**src/hw/rtl/aging_priority_scheduler_assert.svh**
```systemverilog
// Assertion macros for the scheduler, clocked on clk, quiet while in reset.
`ifndef AGING_PRIORITY_SCHEDULER_ASSERT_SVH
`define AGING_PRIORITY_SCHEDULER_ASSERT_SVH

// Hold cond on every clock edge out of reset.
`define APS_CHECK(lbl, cond) \
	lbl: assert property (@(posedge clk) disable iff (!arst_n) (cond)) \
		else $error("scheduler check failed");

// Require b whenever a holds.
`define APS_IMPLY(lbl, a, b) \
	lbl: assert property (@(posedge clk) disable iff (!arst_n) (a) |-> (b)) \
		else $error("scheduler implication failed");

`endif

```
**src/hw/rtl/aps_pkg.sv**
```systemverilog
package aps_pkg;

	localparam int DEF_MAX_PROCS = 16;
	localparam int DEF_PRIO_BITS = 8;

	localparam logic [1:0] OP_ARRIVE = 2'd0;
	localparam logic [1:0] OP_TICK   = 2'd1;
	localparam logic [1:0] OP_DONE   = 2'd2;

	localparam logic [1:0] STAT_OK        = 2'd0;
	localparam logic [1:0] STAT_SLOT_BUSY = 2'd1;
	localparam logic [1:0] STAT_DONE_IDLE = 2'd2;

	localparam logic REG_TIME_SLICE = 1'b0;
	localparam logic REG_AGING_THR  = 1'b1;

	localparam logic [15:0] RST_TIME_SLICE = 16'd4;
	localparam logic [15:0] RST_AGING_THR  = 16'd16;

	typedef struct packed {
		logic [1:0] operation;
		logic [3:0] process_id;
		logic [7:0] process_priority;
	} in_t;

	typedef struct packed {
		logic [3:0] running_id;
		logic       running_valid;
		logic       dispatched;
		logic       from_vip;
		logic [1:0] status;
	} out_t;

	// Best candidate of one queue; sized for the largest slot count and priority.
	typedef struct packed {
		logic        valid;
		logic [7:0]  slot;
		logic [15:0] prio;
		logic [15:0] age;
	} cand_t;

	function automatic logic [15:0] sat_inc(input logic [15:0] v);
		sat_inc = (v == 16'hFFFF) ? v : v + 16'd1;
	endfunction

endpackage

```
**src/hw/rtl/aps_ram.sv**
```systemverilog
module aps_ram #(
	parameter int WIDTH = 8,
	parameter int DEPTH = 16
) (
	input  logic                     clk,
	input  logic                     we,
	input  logic [$clog2(DEPTH)-1:0] waddr,
	input  logic [WIDTH-1:0]         wdata,
	input  logic [$clog2(DEPTH)-1:0] raddr,
	output logic [WIDTH-1:0]         rdata
);

	logic [WIDTH-1:0] mem_q [DEPTH];

	always_ff @(posedge clk) begin
		if (we) begin
			mem_q[waddr] <= wdata;
		end
		rdata <= mem_q[raddr];
	end

endmodule

```
**src/hw/rtl/aps_pick.sv**
```systemverilog
// Running minimum over one queue: lowest priority, then oldest stamp, then the first candidate offered.
module aps_pick (
	input  logic          clk,
	input  logic          arst_n,
	input  logic          clr,
	input  logic          upd,
	input  aps_pkg::cand_t cand,
	output aps_pkg::cand_t best
);

	logic better;

	assign better = !best.valid || (cand.prio < best.prio) ||
		((cand.prio == best.prio) && (cand.age > best.age));

	always_ff @(posedge clk or negedge arst_n) begin
		if (!arst_n) begin
			best.valid <= 1'b0;
			best.slot  <= '0;
			best.prio  <= '0;
			best.age   <= '0;
		end else if (clr) begin
			best.valid <= 1'b0;
		end else if (upd && better) begin
			best <= {1'b1, cand.slot, cand.prio, cand.age};
		end
	end

endmodule

```
**src/hw/rtl/aging_priority_scheduler.sv**
```systemverilog
// Channel  | Direction | Handshake          | Payload
// in       | input     | in_valid/in_ready  | in_data   (operation, id, priority)
// out      | output    | out_valid/out_ready| out_data  (running slot, flags, status)
// cfg      | input     | cfg_we             | cfg_index, cfg_data
//
// Arrive, done and undefined operations go from acceptance straight to the finish
// step, which registers the result.
// A tick runs two passes over the slot memory, one read per cycle through its single
// read port (age/promote, then minimum search), then the dispatch and finish steps.
// Reset clears slot flags, counters and the running process; slot memory needs no clear.
// A result waiting on out_ready does not block acceptance of the next transaction;
// only the finish step waits for the output register to free.
module aging_priority_scheduler #(
	parameter int MAX_PROCS = aps_pkg::DEF_MAX_PROCS,
	parameter int PRIO_BITS = aps_pkg::DEF_PRIO_BITS
) (
	input  logic          clk,
	input  logic          arst_n,
	input  logic          in_valid,
	output logic          in_ready,
	input  aps_pkg::in_t  in_data,
	output logic          out_valid,
	input  logic          out_ready,
	output aps_pkg::out_t out_data,
	input  logic          cfg_we,
	input  logic          cfg_index,
	input  logic [15:0]   cfg_data
);

	localparam int IDW   = $clog2(MAX_PROCS);
	localparam int CW    = $clog2(MAX_PROCS + 1);
	localparam int ENT_W = PRIO_BITS + 32;

	localparam logic [2:0] S_IDLE = 3'd0;
	localparam logic [2:0] S_SW1  = 3'd1;
	localparam logic [2:0] S_SW2  = 3'd2;
	localparam logic [2:0] S_DISP = 3'd3;
	localparam logic [2:0] S_FIN  = 3'd4;

	logic [2:0]           state_q;
	logic [15:0]          ts_q, thr_q, oc_q, rc_q, pre_stamp_q;
	logic [MAX_PROCS-1:0] queued_q, vip_q;
	logic [IDW-1:0]       cur_q;
	logic                 cur_v_q, pre_q, disp_q, fv_q;
	logic [1:0]           stat_q;
	logic [CW-1:0]        ridx_q;
	logic                 rd_v_s1;
	logic [IDW-1:0]       rd_a_s1;

	logic                 accept;
	logic [IDW-1:0]       pid_idx;
	logic                 pid_busy;
	logic [PRIO_BITS-1:0] prio_in;
	logic [15:0]          rc_inc;

	logic                 ram_we;
	logic [IDW-1:0]       ram_waddr, ram_raddr;
	logic [ENT_W-1:0]     ram_wdata, ram_rdata;

	logic [PRIO_BITS-1:0] e_prio;
	logic [15:0]          e_wait, e_stamp, w_new, st_new;
	logic                 is_pre, prom, sw1_wr;

	aps_pkg::cand_t       cand, best_vip, best_ord;
	logic                 pick_clr, upd_vip, upd_ord;

	assign accept   = in_valid && in_ready;
	assign in_ready = (state_q == S_IDLE);
	assign pid_idx  = IDW'(in_data.process_id);
	assign pid_busy = (32'(in_data.process_id) >= MAX_PROCS) || queued_q[pid_idx] ||
		(cur_v_q && (cur_q == pid_idx));
	assign prio_in  = PRIO_BITS'(in_data.process_priority);
	assign rc_inc   = aps_pkg::sat_inc(rc_q);

	// Slot entry: priority, waiting count, order stamp.
	assign e_prio  = ram_rdata[ENT_W-1:32];
	assign e_wait  = ram_rdata[31:16];
	assign e_stamp = ram_rdata[15:0];

	// Aging pass: the preempted slot restarts at zero wait with its preempt stamp, unless promoted.
	assign is_pre = pre_q && (rd_a_s1 == cur_q);
	assign w_new  = is_pre ? 16'd0 : aps_pkg::sat_inc(e_wait);
	assign prom   = !vip_q[rd_a_s1] && (w_new >= thr_q);
	assign st_new = prom ? oc_q : (is_pre ? pre_stamp_q : e_stamp);
	assign sw1_wr = (state_q == S_SW1) && rd_v_s1 && queued_q[rd_a_s1];

	always_comb begin
		if (sw1_wr) begin
			ram_we    = 1'b1;
			ram_waddr = rd_a_s1;
			ram_wdata = {e_prio, w_new, st_new};
		end else begin
			ram_we    = accept && (in_data.operation == aps_pkg::OP_ARRIVE) && !pid_busy;
			ram_waddr = pid_idx;
			ram_wdata = {prio_in, 16'd0, oc_q};
		end
	end

	assign ram_raddr = (ridx_q < CW'(MAX_PROCS)) ? ridx_q[IDW-1:0] : '0;

	aps_ram #(.WIDTH(ENT_W), .DEPTH(MAX_PROCS)) u_ram (
		.clk   (clk),
		.we    (ram_we),
		.waddr (ram_waddr),
		.wdata (ram_wdata),
		.raddr (ram_raddr),
		.rdata (ram_rdata)
	);

	// Search pass: age is measured against the final order counter.
	assign cand.valid = 1'b1;
	assign cand.slot  = 8'(rd_a_s1);
	assign cand.prio  = 16'(e_prio);
	assign cand.age   = oc_q - e_stamp;
	assign pick_clr   = accept;
	assign upd_vip    = (state_q == S_SW2) && rd_v_s1 && queued_q[rd_a_s1] && vip_q[rd_a_s1];
	assign upd_ord    = (state_q == S_SW2) && rd_v_s1 && queued_q[rd_a_s1] && !vip_q[rd_a_s1];

	aps_pick u_pick_vip (
		.clk (clk), .arst_n (arst_n), .clr (pick_clr), .upd (upd_vip),
		.cand (cand), .best (best_vip)
	);

	aps_pick u_pick_ord (
		.clk (clk), .arst_n (arst_n), .clr (pick_clr), .upd (upd_ord),
		.cand (cand), .best (best_ord)
	);

	always_ff @(posedge clk or negedge arst_n) begin
		if (!arst_n) begin
			state_q     <= S_IDLE;
			ts_q        <= aps_pkg::RST_TIME_SLICE;
			thr_q       <= aps_pkg::RST_AGING_THR;
			oc_q        <= '0;
			rc_q        <= '0;
			pre_stamp_q <= '0;
			queued_q    <= '0;
			vip_q       <= '0;
			cur_q       <= '0;
			cur_v_q     <= 1'b0;
			pre_q       <= 1'b0;
			disp_q      <= 1'b0;
			fv_q        <= 1'b0;
			stat_q      <= aps_pkg::STAT_OK;
			ridx_q      <= '0;
			rd_v_s1     <= 1'b0;
			rd_a_s1     <= '0;
			out_valid   <= 1'b0;
			out_data    <= '0;
		end else begin
			if (cfg_we) begin
				unique case (cfg_index)
					aps_pkg::REG_TIME_SLICE: ts_q  <= cfg_data;
					aps_pkg::REG_AGING_THR:  thr_q <= cfg_data;
					default: ;
				endcase
			end

			// Drop a delivered result; the finish step reloads it itself.
			if (out_valid && out_ready && (state_q != S_FIN)) begin
				out_valid <= 1'b0;
			end

			unique case (state_q)
				S_IDLE: begin
					if (accept) begin
						disp_q <= 1'b0;
						fv_q   <= 1'b0;
						unique case (in_data.operation)
							aps_pkg::OP_ARRIVE: begin
								pre_q   <= 1'b0;
								state_q <= S_FIN;
								if (pid_busy) begin
									stat_q <= aps_pkg::STAT_SLOT_BUSY;
								end else begin
									stat_q            <= aps_pkg::STAT_OK;
									queued_q[pid_idx] <= 1'b1;
									vip_q[pid_idx]    <= 1'b0;
									oc_q              <= oc_q + 16'd1;
								end
							end
							aps_pkg::OP_DONE: begin
								pre_q   <= 1'b0;
								state_q <= S_FIN;
								if (cur_v_q) begin
									stat_q  <= aps_pkg::STAT_OK;
									cur_v_q <= 1'b0;
									rc_q    <= '0;
								end else begin
									stat_q <= aps_pkg::STAT_DONE_IDLE;
								end
							end
							aps_pkg::OP_TICK: begin
								stat_q  <= aps_pkg::STAT_OK;
								ridx_q  <= '0;
								rd_v_s1 <= 1'b0;
								state_q <= S_SW1;
								// Preempt: back to the ordinary tail with a fresh stamp.
								if (cur_v_q && (rc_inc >= ts_q)) begin
									pre_q           <= 1'b1;
									pre_stamp_q     <= oc_q;
									oc_q            <= oc_q + 16'd1;
									queued_q[cur_q] <= 1'b1;
									vip_q[cur_q]    <= 1'b0;
									cur_v_q         <= 1'b0;
									rc_q            <= '0;
								end else begin
									pre_q <= 1'b0;
									if (cur_v_q) begin
										rc_q <= rc_inc;
									end
								end
							end
							default: begin
								pre_q   <= 1'b0;
								stat_q  <= aps_pkg::STAT_OK;
								state_q <= S_FIN;
							end
						endcase
					end
				end
				S_SW1, S_SW2: begin
					if (ridx_q < CW'(MAX_PROCS)) begin
						rd_v_s1 <= 1'b1;
						rd_a_s1 <= ridx_q[IDW-1:0];
						ridx_q  <= ridx_q + CW'(1);
					end else begin
						rd_v_s1 <= 1'b0;
						if (!rd_v_s1) begin
							ridx_q  <= '0;
							state_q <= (state_q == S_SW1) ? S_SW2 : S_DISP;
						end
					end
					// Promote in slot order, each taking the next stamp.
					if (sw1_wr && prom) begin
						vip_q[rd_a_s1] <= 1'b1;
						oc_q           <= oc_q + 16'd1;
					end
				end
				S_DISP: begin
					if (!cur_v_q && (best_vip.valid || best_ord.valid)) begin
						priority if (best_vip.valid) begin
							cur_q <= IDW'(best_vip.slot);
							queued_q[IDW'(best_vip.slot)] <= 1'b0;
							vip_q[IDW'(best_vip.slot)]    <= 1'b0;
							fv_q <= 1'b1;
						end else begin
							cur_q <= IDW'(best_ord.slot);
							queued_q[IDW'(best_ord.slot)] <= 1'b0;
							vip_q[IDW'(best_ord.slot)]    <= 1'b0;
						end
						cur_v_q <= 1'b1;
						rc_q    <= '0;
						disp_q  <= 1'b1;
					end
					state_q <= S_FIN;
				end
				S_FIN: begin
					// Hold until the output register is free.
					if (!out_valid || out_ready) begin
						out_valid              <= 1'b1;
						out_data.running_id    <= cur_v_q ? 4'(cur_q) : 4'd0;
						out_data.running_valid <= cur_v_q;
						out_data.dispatched    <= disp_q;
						out_data.from_vip      <= fv_q;
						out_data.status        <= stat_q;
						state_q                <= S_IDLE;
					end
				end
				default: state_q <= S_IDLE;
			endcase
		end
	end

`include "aging_priority_scheduler_assert.svh"

	`APS_IMPLY(a_disp_runs, out_valid && out_data.dispatched, out_data.running_valid)
	`APS_IMPLY(a_run_not_queued, cur_v_q, !queued_q[cur_q])
	`APS_CHECK(a_vip_only_queued, (vip_q & ~queued_q) == '0)
	`APS_IMPLY(a_vip_flag_disp, out_valid && out_data.from_vip, out_data.dispatched)

endmodule

```
**config.mk**
```make
export PLATFORM = sky130hd
export DESIGN_NAME = aging_priority_scheduler
export DESIGN_NICKNAME = d
export VERILOG_FILES = /design/src/hw/rtl/aps_pkg.sv /design/src/hw/rtl/aps_ram.sv /design/src/hw/rtl/aps_pick.sv /design/src/hw/rtl/aging_priority_scheduler.sv
export VERILOG_INCLUDE_DIRS = /design/src /design/src/hw/rtl
export SDC_FILE = /design/constraint.sdc
export NUM_CORES = 1
export LEC_CHECK = 0
export BUFFER_PORTS_ARGS = -buffer_cell sky130_fd_sc_hd__buf_2
export CORE_MARGIN = 2
export CORE_UTILIZATION = 63
export CTS_CLUSTER_SIZE = 14
export DETAILED_ROUTE_END_ITERATION = 12
export PLACE_DENSITY = 0.82
export SLEW_MARGIN = 20
export SYNTH_ARGS = -nofsm -noshare
export SYNTH_HDL_FRONTEND = slang
export SYNTH_HIERARCHICAL = 1
export SYNTH_SLANG_ARGS = --single-unit
```
**constraint.sdc**
```tcl
create_clock -name clk -period 7.5 [get_ports clk]
set_clock_uncertainty 0.15 [all_clocks]
set_input_delay 0.75 -clock clk [delete_from_list [all_inputs] [get_ports clk]]
set_output_delay 0.75 -clock clk [all_outputs]
set_load 0.01 [all_outputs]
```
# Yosys cells after proc, flatten, opt, wreduce, memory -nomap -nowiden
# Memories as Yosys holds them, arrays and structs flattened. A register that Yosys moved wholly into a read port is not among the register bits.
# Cells that the tools add are included.
# classes
n_addsub	5
n_lt_le_gt_ge	17
n_eq_ne	28
n_mux	95
bitwise_logic	15
n_reduce_logical	66
# ops
op	count
2-to-1 mux 16 bit	25
case mux 16 bit (2 select lines)	7
bitwise AND 16 bit	6
2-to-1 mux 41 bit	2
inverter 16 bit	4
adder 16 x 1 -> 16 bit (second input constant)	3
bitwise OR 16 bit	3
case mux 16 bit (3 select lines)	1
2-to-1 mux 40 bit	1
== test 16 bit (second input constant)	2
>= comparator 16 bit	2
greater-than comparator 16 bit	2
2-to-1 mux 1 bit	29
logical AND 1 bit	26
< comparator 4 x 5 -> 1 bit (second input constant)	5
demux 1 bit (select 4 bit)	5
>= comparator 4 x 1 -> 1 bit (second input constant)	5
2-to-1 mux 5 bit	4
AND reduction 6 bit	3
== test 8 bit	2
< comparator 8 bit	2
2-to-1 mux 4 bit	4
AND reduction 2 bit	8
AND reduction 4 bit	4
32 further kinds	71
# word_totals
regBits	203
mem_bits_rw	640
inputBits	36
output_inout_bits	11
word_cells	258
mem_count	1
# mem_list
name	depth	word_bits	rd	rd_ports_with_merged_regs	write_ports	line_no	text
u_ram.mem_q	16	40	1	1	1	aps_ram.sv:13	logic [WIDTH-1:0] mem_q [DEPTH];

# Longest topological paths before layout
# depth
word_depth	10
depth_mapped	19
depth_no_buf	18

# Cells and area by module
# Netlist, hierarchy kept.
# by_module_without_submodules
mod	n_inst	cells_each	area_each_um2	seq_area_each_um2
aps_ram	1	1040	25130.4	20019.2
aging_priority_scheduler	1	1112	9880.7	3631.0
aps_pick at u_pick_ord	1	200	2516.2	1026.0
aps_pick at u_pick_vip	1	200	2508.7	1026.0

# Least setup slack after synthesis
# Ideal clock, no wire load.
# synth_timing
kind	input port to flip-flop
start	input port in_data[8] (netlist name)
end	memory u_ram/mem_q[0][0] (netlist name) (enable)
setup_ns	0.487
arrival_ns	5.439
required_ns	6.863
path_slack_ns	1.424
stages	7
path_buffers	1
cell_sequence	clkbuf_1 mux4_2 nand2_1 nand3_1 o41ai_1 or3b_2 nor3_1
# synth_via
elab_chain_cells	8
word_cells_on_any_way	11
cone_classes	eq/ne (1); mux (6); reduce/logical (4)
# synth_rtl
element	line_no	text
start: declaration	aging_priority_scheduler.sv:21	input aps_pkg::in_t in_data,
binary-select mux 1 bit (select 4 bit) / == test 4 bit (equally long branches)	aging_priority_scheduler.sv:70, aging_priority_scheduler.sv:71	
2-to-1 mux 1 bit (implied by the code) / logical AND 1 bit (equally long branches)	aging_priority_scheduler.sv:70, aging_priority_scheduler.sv:71	
logical OR 1 bit (*)	aging_priority_scheduler.sv:70	assign pid_busy = (32'(in_data.process_id) >= MAX_PROCS) || queued_q[pid_idx] ||
logical NOT 1 bit (*)	aging_priority_scheduler.sv:93	ram_we = accept && (in_data.operation == aps_pkg::OP_ARRIVE) && !pid_busy;
logical AND 1 bit (*)	aging_priority_scheduler.sv:93	
2-to-1 mux 1 bit (*)	aging_priority_scheduler.sv:88	if (sw1_wr) begin
via ram_we	aging_priority_scheduler.sv:56	logic ram_we;
2-to-1 mux 1 bit (*)	aps_ram.sv:16	if (we) begin
2-to-1 mux 1 bit (implied by the code) (*)	aps_ram.sv:17	mem_q[waddr] <= wdata;
end: declaration	aps_ram.sv:13	
# Mark *: on every way through the listed nets, which the timed path passes. The rest lies on a longest branch. The select of a mux whose other input is x is not followed.

# Worst setup path after layout
# layout_timing
start	register rc_q[0]
end	register vip_q[11]
# layout_via
elab_chain_cells	6
word_cells_on_any_way	7
cone_classes	add/sub (1); order compare (1); eq/ne (2); mux (1); reduce/logical (2)
# layout_rtl
element	line_no	text
start: declaration	aging_priority_scheduler.sv:41	logic [15:0] ts_q, thr_q, oc_q, rc_q, pre_stamp_q;
start signal: assignment	aging_priority_scheduler.sv:210	rc_q <= rc_inc;
adder 16 x 1 -> 16 bit / == test 16 bit (equally long branches)	aps_pkg.sv:43	sat_inc = (v == 16'hFFFF) ? v : v + 16'd1;
2-to-1 mux 16 bit (*)	aps_pkg.sv:43	
>= comparator 16 bit (*)	aging_priority_scheduler.sv:199	if (cur_v_q && (rc_inc >= ts_q)) begin
logical AND 1 bit (*)	aging_priority_scheduler.sv:199	
!= test 3 bit (no line) (*)	--	
AND reduction 7 bit (no line) (*)	--	
end signal: indexed assignment	aging_priority_scheduler.sv:204	vip_q[cur_q] <= 1'b0;
end signal: indexed assignment	aging_priority_scheduler.sv:236	vip_q[rd_a_s1] <= 1'b1;
end signal: indexed assignment	aging_priority_scheduler.sv:245	vip_q[IDW'(best_vip.slot)] <= 1'b0;
end: declaration	aging_priority_scheduler.sv:42	logic [MAX_PROCS-1:0] queued_q, vip_q;
# Every way passes the cells marked *; elsewhere a longest branch is shown, timed or not.
# A chain may end at the register's enable or synchronous reset.

==> metrics.md <==
| Metric | Value |
|---|---|
| Clk root buf | clkbuf_16 |
| DR vias/cell | 6.56 |
| Hold violation count in the final report | 0 |
| Initial Util | 0.633 |
| Hold Path Origin | cfg_data[4] |
| # DRC | 0 |
| Initial antenna violation count | 1 |
| Nets | roughly 2.8k |
| Post-Syn Area | about 0.040 sq mm |
| Latest clock arrival within the worst-skew pair | roughly 0.66 ns |
| Clock transition at path regs | around 0.060 ns |
| H-tree levels | 3 |
| Number of buffers created by CTS | 88 |
| Status | finished, final reports clean |
| Max Clk Rate | roughly 0.16 GHz |
| Total GRT Usage | 0.297 |
| Hold path depth | 3 |
| Post-cts resize count | 0 |
| IR drop worst, VDD | 0.295 mV |
| CP Class | flop to flop |
| Routability-driven placement congestion ratio | just over 0.9 |
| Hold WC Path Type | input pin to flop |
| RSZ-0062 raised after global routing | no |
| Share of cells above drive strength 1 | 0.189 |
| Pleak | between 15 and 20 nW |
| Std cell rows | approximately 90 |
| Core area | between 0.06 and 0.07 sq mm |
| Final setup viols | 0 |
| Max cap viols | 0 |
| 1st-pass router iterations | 6 |
| CTS sink cnt | around 900 |
| Layout fillers | 3,774 |
| IO Port Bufs | 46 |
| Antenna-violating nets left | 0 |
| Routed wire per std cell | approximately 26 um |
| Multi-input gate area | between 0.01 and 0.015 sq mm |
| Critical path launch point type | flop |
| Layout area overhead | 11.2% |
| Largest net degree at the start of global routing | about 160 |
| Fin util | 0.704 |
| Critical path required time | 7.89 ns |
| Max-slew violations | 0 |
| Critical path arrival | between 6 and 7 ns |
| Detail Placement HPWL | 53,000 um |
| Register Area | 0.0255 sq mm |
| Min Tclk post-route | 6.16 ns |
| Rel. slew slack | 0.218 |
| Reg2Reg Launch Point | rc_q[0] |
| Power Density | approximately 350 mW/mm^2 |
| Die H | roughly 260 um |
| Syn avg cell area | about 16 sq um |
| Starting DRC count in detailed routing | roughly 2.6k |
| Crit Path Max Fanout | 48 |
| Post-route setup TNS | 0 ns |
| CP Capture Type | flop |
| Syn. warnings | 6 |
| Die width | ~260 um |
| Synth Instances | about 2.5k |
| Die area | between 0.06 and 0.07 sq mm |
| Vias | 23.3k |
| Final wirelength | 93,700 um |
| TritonCTS clock tree | done |
| Max clock buf depth | 3 |
| Grt ovf | 0 |
| Worst reg-to-reg path cell count | 16 |
| # IOs | 47 |
| Vias in the first global route | 23.8k |
| Global-route wire length before repair | about 140,000 um |
| Crit path from | rc_q[0] |
| Least-Margin Pin Slew | 1.17 ns |
| Period Utilization, post-route | 0.821 |
-- routing by layer --
layer | wire length, um | vias to the layer above | track usage
met5 | 0 | - | 0
met4 | 3750 | 0 | 0.120
met3 | 7610 | 245 | 0.0543
met2 | 46300 | 1188 | 0.484
met1 | 36000 | 11899 | 0.400
li1 | - | 9998 | -
-- timing repair --
| item | 4_1_cts | 5_1_grt |
|---|---|---|
| hold buffers | 1 | 0 |
| endpoints found under the hold margin | 72 | 0 |
| buffers inserted | 0 | 0 |
-- state kept, by name, summed over array words and instances, names as in the netlist, 2 cells and up --
| register | count |
|---|---|
| u_ram/mem_q | 640 |
| u_ram/rdata | 40 |
| u_pick_ord/best | 37 |
| u_pick_vip/best | 37 |
| oc_q | 16 |
| pre_stamp_q | 16 |
| queued_q | 16 |
| rc_q | 16 |
| thr_q | 16 |
| ts_q | 16 |
| vip_q | 16 |
| out_data | 9 |
| ridx_q | 5 |
| cur_q | 4 |
| rd_a_s1 | 4 |
| state_q | 3 |
| stat_q | 2 |
-- cell type report --
class                      count  area share
sequential                   899       0.578
clock buffer                 129      0.0568
inverter                     127      0.0108
timing repair buffer          92      0.0158
clock inverter                35      0.0119
antenna                        2    0.000113
tap                          846      0.0240
multi-input combinational   1426       0.303
-- where the power goes --
| part | switching (W) | internal (W) | leakage, nW |
|---|---|---|---|
| Combinational | 0.00251 | 0.00180 | 5.88 |
| Clock | 0.00188 | 0.00274 | 1.47 |
| Sequential | 0.000371 | 0.00606 | 9.09 |
-- critical path: stages (launching register included) --
cell and delay [ns]:
dfrtp_1 0.44, ha_1 0.24, nand2_1 0.09, nor4_1 0.76, nand4_1 0.69, nand4_1 0.45
nor2_1 0.09, xor2_1 0.17, ha_1 0.30, nand4_1 0.11, or3_1 0.37, o32a_1 0.39
a21oi_1 0.28, a211o_1 0.20, o221a_2 0.79, o21ai_0 0.23, a32o_1 0.26
-- layout by cell type (no fill, tap or decap), drive strengths merged, types with 12 or more instances in the layout --
master,n
a22oi,101
and3,12
mux2i,28
mux4,168
edfxtp,640
bufinv,12
nand4,34
nand2b,15
nor2b,36
nor3,27
xnor2,31
o21ai,62
a21o,18
clkbuf,129
dfrtp,217
clkinv,19
nand2,148
dfxtp,40
nand3,22
conb,32
a22o,18
xor2,24
nor2,143
inv,129
mux2,125
buf,91
a31oi,14
a21oi,121
ha,115
-- final timing paths --
kind,to,slack [ns]
hold reg to reg,disp_q,0.33
setup reg to reg,vip_q[11],1.34
setup / recovery,vip_q[11],1.34
min in group asynchronous,queued_q[14],0.51
hold / removal,ts_q[4],0.19
max in group asynchronous,thr_q[14],5.34
-- per-stage QoR --
stage | instances | hold WS, ns | worst slack (ns) | cell area [sq um] | power (W)
3_3_place_gp | 3387 | 0.307 | 1.76 | 41000 | 0.0104
2_1_floorplan | 2566 | 0.295 | 1.42 | 39800 | 0.00959
6_report | 3556 | 0.188 | 1.34 | 44200 | 0.0154
4_1_cts | 3553 | 0.157 | 1.44 | 44100 | 0.0153
5_1_grt | 3556 | 0.201 | 0.858 | 44200 | 0.0160
3_5_place_dp | 3388 | 0.319 | 1.49 | 41000 | 0.0107
Power figures use the tool's default switching activity.
